## config.mk

```make
export PLATFORM = sky130hd
export DESIGN_NAME = periodic_task_dispatcher_core
export DESIGN_NICKNAME = d
export VERILOG_FILES = /design/src/design/pdt_pkg.sv /design/src/design/periodic_task_dispatcher_core.sv /design/src/design/pdt_slot_cell.sv
export SDC_FILE = /design/constraint.sdc
export NUM_CORES = 2
export LEC_CHECK = 0
export BUFFER_PORTS_ARGS = -buffer_cell sky130_fd_sc_hd__buf_4
export CAP_MARGIN = 5
export CORE_MARGIN = 1.5
export CORE_UTILIZATION = 55
export DETAILED_ROUTE_END_ITERATION = 16
export GPL_TIMING_DRIVEN = 0
export PLACE_DENSITY = 0.71
export SETUP_SLACK_MARGIN = 0.02
export SLEW_MARGIN = 0
export SYNTH_ARGS = -nofsm -noshare
export SYNTH_HDL_FRONTEND = slang
export SYNTH_HIERARCHICAL = 1
export SYNTH_SLANG_ARGS = --single-unit
export TNS_END_PERCENT = 5
```

## constraint.sdc

```tcl
create_clock -name clk -period 7.8 [get_ports clk]
set_input_delay 2.34 -clock clk [delete_from_list [all_inputs] [get_ports clk]]
set_output_delay 2.34 -clock clk [all_outputs]
set_load 0.03 [all_outputs]
```

## src/design/pdt_pkg.sv

```systemverilog
// ----------------------------------------------------------------------------
// Periodic task dispatcher package
// Shared sizes, request codes and the structures that pass between the
// top level and the slot cells.
// ----------------------------------------------------------------------------
`default_nettype none

package pdt_pkg;

	localparam int NUM_TASKS = 8;
	localparam int SLOT_W    = 3;
	localparam int IVL_W     = 8;
	localparam int ELAP_W    = 32;
	localparam int PHASE_W   = 8;
	localparam int PEND_W    = 16;
	localparam int REQ_W     = 2;
	localparam int CUR_W     = (NUM_TASKS > 1) ? $clog2(NUM_TASKS) : 1;
	localparam int CNT_W     = $clog2(NUM_TASKS + 1);

	typedef enum logic [REQ_W-1:0] {
		REQ_TICK   = 2'd0,
		REQ_ADD    = 2'd1,
		REQ_TAKE   = 2'd2,
		REQ_DELETE = 2'd3
	} req_t;

	typedef struct packed {
		logic                fire;
		req_t                kind;
		logic [SLOT_W-1:0]   idx;
		logic [IVL_W-1:0]    ivl;
		logic                take_ok;
		logic                del_ok;
		logic [CUR_W-1:0]    cur_slot;
	} cmd_t;

	typedef struct packed {
		logic                found;
		logic [CUR_W-1:0]    slot;
		logic [CNT_W-1:0]    wraps;
	} chain_t;

endpackage

`default_nettype wire

```

## src/design/periodic_task_dispatcher_core.sv

```systemverilog
// ----------------------------------------------------------------------------
// Periodic task dispatcher core
// A row of slot cells with a shared pending-run counter and the record of
// the slot most recently taken.
//
//  Channel  Direction  Handshake             Fields
//  req      in         req_valid/req_stall   req_type, slot_index, new_interval
//  rsp      out        rsp_valid/rsp_stall   due_found, due_slot, pending_count
//
// Each request is completed in the cycle it is accepted; its response is
// registered and appears in the next cycle. While req_stall is low, one
// request per cycle is taken. The wrap count and the due-slot priority run
// as chains through the row of cells, which sets the critical path.
// The request side stalls only while a response is held by a stalled output.
// Reset clears every slot, the pending count and the taken-slot record.
// ----------------------------------------------------------------------------
`default_nettype none

module periodic_task_dispatcher_core
	import pdt_pkg::*;
(
	input  wire logic              clk,
	input  wire logic              arst_n,
	input  wire logic              req_valid,
	output logic                   req_stall,
	input  wire logic [REQ_W-1:0]  req_type,
	input  wire logic [SLOT_W-1:0] slot_index,
	input  wire logic [IVL_W-1:0]  new_interval,
	output logic                   rsp_valid,
	input  wire logic              rsp_stall,
	output logic                   due_found,
	output logic [SLOT_W-1:0]      due_slot,
	output logic [PEND_W-1:0]      pending_count
);

	logic               accept;
	req_t               kind;
	cmd_t               cmd;
	chain_t             chain [NUM_TASKS+1];

	logic [PEND_W-1:0]  pend_q;
	logic               cur_valid_q;
	logic [CUR_W-1:0]   cur_slot_q;
	logic               rsp_valid_q;
	logic               found_q;
	logic [SLOT_W-1:0]  slot_q;

	logic [PEND_W:0]    pend_sum;
	logic [PEND_W-1:0]  pend_next;
	logic               take_ok;
	logic               take_found;
	logic [SLOT_W-1:0]  slot_out;

	assign req_stall = rsp_valid_q && rsp_stall;
	assign accept    = req_valid && !req_stall;
	assign kind      = req_t'(req_type);
	assign take_ok   = (pend_q != '0);

	always_comb begin
		cmd.fire     = accept;
		cmd.kind     = kind;
		cmd.idx      = slot_index;
		cmd.ivl      = new_interval;
		cmd.take_ok  = take_ok;
		cmd.del_ok   = cur_valid_q;
		cmd.cur_slot = cur_slot_q;
	end

	assign chain[0] = '0;

	for (genvar i = 0; i < NUM_TASKS; i++) begin : g_cell
		pdt_slot_cell u_cell (
			.clk       (clk),
			.arst_n    (arst_n),
			.cell_id   (CUR_W'(i)),
			.cmd       (cmd),
			.chain_in  (chain[i]),
			.chain_out (chain[i+1])
		);
	end

	assign take_found = take_ok && chain[NUM_TASKS].found;
	assign pend_sum   = {1'b0, pend_q} + (PEND_W+1)'(chain[NUM_TASKS].wraps);
	assign pend_next  = pend_sum[PEND_W] ? '1 : pend_sum[PEND_W-1:0];

	always_comb begin
		slot_out = '0;
		for (int b = 0; b < SLOT_W; b++) begin
			if (b < CUR_W) begin
				slot_out[b] = chain[NUM_TASKS].slot[b];
			end
		end
	end

	always_ff @(posedge clk or negedge arst_n) begin
		if (!arst_n) begin
			pend_q      <= '0;
			cur_valid_q <= 1'b0;
			cur_slot_q  <= '0;
			rsp_valid_q <= 1'b0;
			found_q     <= 1'b0;
			slot_q      <= '0;
		end else begin
			if (accept) begin
				rsp_valid_q <= 1'b1;
				found_q     <= 1'b0;
				slot_q      <= '0;
				case (kind)
					REQ_TICK: begin
						pend_q <= pend_next;
					end
					REQ_TAKE: begin
						cur_valid_q <= take_found;
						if (take_found) begin
							pend_q     <= pend_q - PEND_W'(1);
							cur_slot_q <= chain[NUM_TASKS].slot;
							found_q    <= 1'b1;
							slot_q     <= slot_out;
						end
					end
					REQ_ADD, REQ_DELETE: begin
					end
					default: begin
					end
				endcase
			end else if (!rsp_stall) begin
				rsp_valid_q <= 1'b0;
			end
		end
	end

	assign rsp_valid     = rsp_valid_q;
	assign due_found     = found_q;
	assign due_slot      = slot_q;
	assign pending_count = pend_q;

	a_take_records_slot: assert property (@(posedge clk) disable iff (!arst_n)
		(accept && kind == REQ_TAKE && take_found) |=> (cur_valid_q && found_q))
		else $error("taken slot not recorded");

	a_take_lowers_pending: assert property (@(posedge clk) disable iff (!arst_n)
		(accept && kind == REQ_TAKE && take_found) |=>
		(pend_q == $past(pend_q) - PEND_W'(1)))
		else $error("pending count not lowered by a take");

	a_tick_never_lowers: assert property (@(posedge clk) disable iff (!arst_n)
		(accept && kind == REQ_TICK) |=> (pend_q >= $past(pend_q)))
		else $error("pending count fell on a tick");

	a_add_delete_keep_pending: assert property (@(posedge clk) disable iff (!arst_n)
		(accept && (kind == REQ_ADD || kind == REQ_DELETE)) |=> $stable(pend_q))
		else $error("pending count changed on add or delete");

	a_found_only_after_take: assert property (@(posedge clk) disable iff (!arst_n)
		(accept && kind != REQ_TAKE) |=> !found_q)
		else $error("due slot reported for a request other than a take");

endmodule

`default_nettype wire

```

## src/design/pdt_slot_cell.sv

```systemverilog
// ----------------------------------------------------------------------------
// Periodic task dispatcher slot cell
// Holds the interval, elapsed count and phase of one task slot, adds its
// wrap to the count passed along the row and joins the priority chain.
// ----------------------------------------------------------------------------
`default_nettype none

module pdt_slot_cell
	import pdt_pkg::*;
(
	input  wire logic             clk,
	input  wire logic             arst_n,
	input  wire logic [CUR_W-1:0] cell_id,
	input  wire cmd_t             cmd,
	input  wire chain_t           chain_in,
	output chain_t                chain_out
);

	logic [IVL_W-1:0]   ivl_q;
	logic [ELAP_W-1:0]  elapsed_q;
	logic [PHASE_W-1:0] phase_q;

	logic               enabled;
	logic               due;
	logic [PHASE_W:0]   ph_inc;
	logic               wrap;
	logic               add_hit;
	logic               del_hit;
	logic               take_hit;

	assign enabled  = (ivl_q != '0);
	assign due      = enabled && (elapsed_q >= {{(ELAP_W-IVL_W){1'b0}}, ivl_q});
	assign ph_inc   = {1'b0, phase_q} + (PHASE_W+1)'(1);
	assign wrap     = enabled && (ph_inc >= {1'b0, ivl_q});
	assign add_hit  = (int'(cmd.idx) == int'(cell_id));
	assign del_hit  = cmd.del_ok && (cmd.cur_slot == cell_id);
	assign take_hit = cmd.take_ok && due && !chain_in.found;

	always_comb begin
		chain_out.found = chain_in.found || due;
		chain_out.slot  = chain_in.found ? chain_in.slot : cell_id;
		chain_out.wraps = chain_in.wraps + CNT_W'(wrap);
	end

	always_ff @(posedge clk or negedge arst_n) begin
		if (!arst_n) begin
			ivl_q     <= '0;
			elapsed_q <= '0;
			phase_q   <= '0;
		end else if (cmd.fire) begin
			case (cmd.kind)
				REQ_TICK: begin
					if (elapsed_q != '1) begin
						elapsed_q <= elapsed_q + ELAP_W'(1);
					end
					if (!enabled || wrap) begin
						phase_q <= '0;
					end else begin
						phase_q <= ph_inc[PHASE_W-1:0];
					end
				end
				REQ_ADD: begin
					if (add_hit) begin
						ivl_q     <= cmd.ivl;
						elapsed_q <= '0;
						phase_q   <= '0;
					end
				end
				REQ_TAKE: begin
					if (take_hit) begin
						elapsed_q <= elapsed_q - {{(ELAP_W-IVL_W){1'b0}}, ivl_q};
					end
				end
				REQ_DELETE: begin
					if (del_hit) begin
						ivl_q <= '0;
					end
				end
				default: begin
				end
			endcase
		end
	end

endmodule

`default_nettype wire
```

; Word-level counts from Yosys, hierarchy flattened
; Cells that the tools add are included.
[op_classes]
n_eq_ne = 59
addsub = 33
muxes = 96
reduce_logical = 116
n_lt_le_gt_ge = 16
[op_table]
columns = op, n
row1 = two-way mux 32 bit, 24
row2 = case mux 32 bit (3 select lines), 8
row3 = adder 32 x 1 -> 32 bit (second input constant), 8
row4 = >= comparator 32 x 8 -> 1 bit, 8
row5 = two-way mux 8 bit, 32
row6 = != test 32 bit (second input constant), 8
row7 = case mux 8 bit (2 select lines), 16
row8 = subtractor 32 x 8 -> 32 bit, 8
row9 = adder 8 x 1 -> 9 bit (second input constant), 8
row10 = >= comparator 9 x 8 -> 1 bit, 8
row11 = != test 2 x 1 -> 1 bit (second input constant), 33
row12 = nonzero test 8 bit, 8
row13 = logical AND 1 bit, 42
row14 = AND reduction 5 bit, 8
row15 = two-way mux 16 bit, 2
row16 = case mux 16 bit (2 select lines), 1
row17 = AND reduction 4 bit, 8
row18 = AND reduction 3 bit, 10
row19 = == test 3 bit (second input constant), 8
row20 = two-way mux 3 bit, 6
row21 = adder 16 x 4 -> 17 bit, 1
row22 = adder 4 x 1 -> 4 bit, 4
row23 = logical NOT 1 bit, 16
row24 = nonzero test 16 bit, 1
row25 = other kinds (17), 44
[totals]
regBits = 409
out_inout_bits = 22
in_bits = 17
word_cells = 350

; Longest topological paths before layout
[logic_depth]
word_depth = 13
mapped_depth = 28
mapped_depth_nobuf = 27

; Hierarchy
; Netlist, hierarchy kept.
[modules_own_cells]
columns = module, area_per_inst_um2, seq_area_each_um2, n_inst, cells_each
row1 = pdt_slot_cell (g_cell[0].u_cell ...), 4216.5, 1201.2, 7, 539
row2 = pdt_slot_cell (g_cell[2].u_cell), 4161.5, 1201.2, 1, 522
row3 = periodic_task_dispatcher_core, 1830.5, 625.6, 1, 214

; Worst setup path before layout
; No wires, ideal clock.
[synth_path]
path_type = reg-to-reg
startpoint = reg g_cell[0].u_cell.phase_q[0]
endpoint = reg pend_q[0] (netlist: pending_count[0])
n_path_buf = 1
arrival_ps = 6082
required_time_ps = 7669
period_less_slack_ps = 6213
setup_ps = 131
slack_ps = 1587
stages_incl_launch_ff = 27
cell_sequence = dfrtp_1 > ha_1 > nand3_1 > xnor2_1 > ha_1 > a21oi_1 > nor2_1 > a211oi_1 > o21ai_0 > a21oi_1 > nor2_1 > ha_1 > ha_1 > ha_1 > ha_1 > ha_1 > ha_1 > ha_1 > ha_1 > ha_1 > fa_1 > a211oi_1 > or2_2 > clkbuf_1 > o21ai_0 > o211ai_1 > o21ai_0
[synth_lines]
columns = item, line_no
row1 = from (decl), pdt_slot_cell.sv:21  ; logic [PHASE_W-1:0] phase_q;
row2 = from (signal assigned), pdt_slot_cell.sv:59  ; phase_q <= ph_inc[PHASE_W-1:0];
row3 = to (signal assigned), periodic_task_dispatcher_core.sv:110  ; pend_q <= pend_next;
row4 = to (signal assigned), periodic_task_dispatcher_core.sv:115  ; pend_q <= pend_q - PEND_W'(1);
row5 = to (decl), periodic_task_dispatcher_core.sv:41  ; logic [PEND_W-1:0] pend_q;

==> results by group <==
Status
  – Status: finished, final reports clean

STA
  – Skew final: 0.0246 ns
  – RSZ-0062 raised after global routing: no
  – Period minus WS final: 7.19 ns
  – Final Max Slew Viols: 0
  – Relative slew slack: 28.1%
  – Final setup TNS: 0 ns
  – Tcrit/Tclk final: 92.2%
  – Transition time at the pin with the least slew margin: 1.08 ns
  – Final setup violation count: 0
  – Setup ws final: 0.612 ns
  – Peak Freq: 139 MHz
  – Final hold vios: 0

Clocking
  – TritonCTS Buffers: 52
  – CTS tree: yes
  – Setup bufs post-CTS: 0
  – CTS Hold Bufs: 0
  – CTS max path bufs: 3
  – Root buf cell: clkbuf_16
  – Worst skew pair latency: 0.61 ns
  – Reg clk slew, reported paths: 0.06 ns
  – CTS-repair resized insts: 0
  – Clock sinks: 409
  – CTS H-tree lvls: 2

Finish
  – Fraction of layout cells with a size suffix above 1: 7.53%
  – Most common cell after layout, fill and taps aside: nand2_1
  – Util after Layout: 61.6%
  – N_diodes: 0
  – Most frequent cells in the layout: 410 x nand2_1, 409 x dfrtp_1, 388 x nor2_1
  – # nets final: 4914
  – Layout Area Growth over Synthesis: 9.96%

Global route
  – Largest net degree at the start of global routing: 104
  – Total Routing Usage GR: 32.7%
  – Gr ovfl total: 0
  – First-pass GRT wire length: 179 mm
  – Initial antenna violation count: 1
  – Vias in the first global route: 33200

Floorplanning
  – Row count: 92
  – Die Area: 66100 um2
  – Die Wd: 257 um
  – Ports: 39
  – Starting density of the core: 56.0%
  – CORE AREA: 63400 um2
  – Die Ht: 257 um

Route
  – Routed WL: 110 mm
  – Per-cell routed wire length: 19.8 um
  – Vias: 36000
  – Remaining antenna violation count: 0
  – Iter 0 DRT Violations: 4143
  – Drt pass-1 iters: 6
  – Via-per-instance ratio: 6.45
  – DRC: 0

Synth
  – Area share of the largest cell type after synthesis: 28.8%
  – Leading post-synthesis cells by cell area: dfrtp_1 29%, ha_1 7.0%, nand2_1 4.3%
  – Syn Std Cell Area: 35500 um2
  – Ys Warns: 6
  – Mapped Avg Cell Area: 7.87 um2
  – EDFF count, synth: 0
  – Synthesized instance count: 4509
  – Ys async rst share: 100%
  – Number of synthesized register bits: 409
  – Netlist cell types: 89
  – Synth area leader: dfrtp_1
  – Top_reg_cell synth: dfrtp_1
  – Seq/Total Area, Yosys: 28.8%

Pwr
  – Pleak: 15.8 nW
  – Switching share of power: 47.3%
  – Seq pwr share: 24.9%
  – Pwr Density: 350 nW/um2
  – Net Sw Power: 6.46 mW
  – Max rail drop VDD: 0.000607 V
  – Logic pwr share: 57.1%
  – Pint: 7.21 mW
  – Clock network fraction of design power: 18.0%
  – Power, Total: 13.7 mW

Worst setup path
  – CP required: 8.31 ns
  – CP Capture Type: flop
  – Crit-path most repeated cell: ha_1
  – CP max stage cell: o21ai_0
  – CP arrival: 7.70 ns
  – Worst Path Max Fanout: 10
  – CP max stage delay: 0.71 ns
  – WS Path Type: reg -> reg
  – Startpoint Class: flop

Placed design
  – Buffers on Ports: 38
  – Final HPWL DP: 76.2 mm
  – DP Worst Slack: 0.672 ns
  – Placer Congestion: 0.951

Min path
  – Worst min-delay path class: reg -> reg

Job
  – Max_cap viols: 0
## cells by family after synthesis
logic type,after synthesis,share of synthesized area [%]
and+or+nand+nor,1836,26.8
DFF,409,28.8
other,2,0.0212
adders and majority gates,207,7.48
xor gates and xnor gates,164,4.05
muxes,38,1.19
AOI/OAI and AO/OA,1440,26.3
buffers and inverters,413,5.34
## sequential cells by signal, indices dropped and copies added (netlist names)
signal                   count
pending_count               16
g_cell.u_cell/ivl_q         64
g_cell.u_cell/phase_q       64
cur_slot_q                   3
g_cell.u_cell/elapsed_q    256
due_found                    1
due_slot                     3
cur_valid_q                  1
rsp_valid                    1
## Yosys cell counts (17+ instances only)
cell,instances
nand2_1,410
dfrtp_1,409
nor2_1,388
a21oi_1,287
o21ai_0,241
nand3_1,217
ha_1,198
o21ai_1,168
clkbuf_1,160
inv_1,158
nor3_1,127
nand2b_1,126
o31ai_1,115
nand4_1,110
a31oi_1,104
nor4_1,91
xnor2_1,90
xor2_1,74
and3_1,71
o22ai_1,71
and2_1,59
a21o_1,55
o211ai_1,45
or4_1,44
buf_2,39
a22o_1,36
mux2_2,35
or3_1,35
a211oi_1,34
a22oi_1,32
nor2b_1,30
buf_4,29
buf_6,25
or2_2,25
a21boi_0,23
o31a_1,23
o21bai_1,21
a31o_2,17
o21a_1,17
## metal layers
| metal | GRT usage [%] | routed length, um |
|---|---|---|
| met3 | 4.13 | 9190 |
| met5 | 0 | 15 |
| met2 | 50.1 | 48300 |
| met4 | 10.5 | 3130 |
| met1 | 47.6 | 49500 |
## metrics by stage
stage | cells | hold slack [ns] | cell area (um2)
finish | 5573 | 0.500 | 39000
global route | 5573 | 0.514 | 39000
CTS | 5573 | 0.500 | 39000
detailed placement | 5482 | 0.487 | 37300
global placement | 5477 | 0.472 | 37200
floorplan | 4593 | 0.463 | 35800
## power groups by stage
stage                     clock network (mW)  registers, mW  logic [mW]
after floorplan                            0           3.23        5.90
after global placement                     0           3.39        7.50
after detailed placement                   0           3.40        7.64
after CTS                               2.52           3.37        7.70
after global routing                    2.59           3.49        8.72
final                                   2.46           3.40        7.81
## final timing paths
path | from | endpoint | slack, ns | cells after the start
setup / recovery | g_cell[2].u_cell/phase_q[0] | pending_count[7] | 0.61 | 25
max in group asynchronous | arst_n | g_cell[4].u_cell/elapsed_q[8] | 4.85 | 3
hold / removal | due_found | due_found | 0.50 | 1
hold reg to reg | due_found | due_found | 0.50 | 1
setup reg to reg | g_cell[2].u_cell/phase_q[0] | pending_count[7] | 0.61 | 25
min in group asynchronous | arst_n | g_cell[7].u_cell/elapsed_q[17] | 1.63 | 1
## final cells by class
type | count | area [um2]
sequential | 409 | 10200
clock buffer | 77 | 1550
tap | 846 | 1060
inverter | 158 | 593
multi-input combinational | 3771 | 23700
clock inverter | 14 | 173
timing repair buffer | 43 | 414
fill | 5859 | 24400
buffer | 255 | 1300
## worst max-delay path: cells and delay by family (launching register included)
kind                       cells  cell delay (ns)
DFF                            1             0.43
AOI/OAI and AO/OA              7             2.18
xor gates and xnor gates       2             0.32
and+or+nand+nor                5             1.03
adders and majority gates     10             2.92
buffers and inverters          1             0.23
Power figures use the tool's default switching activity.
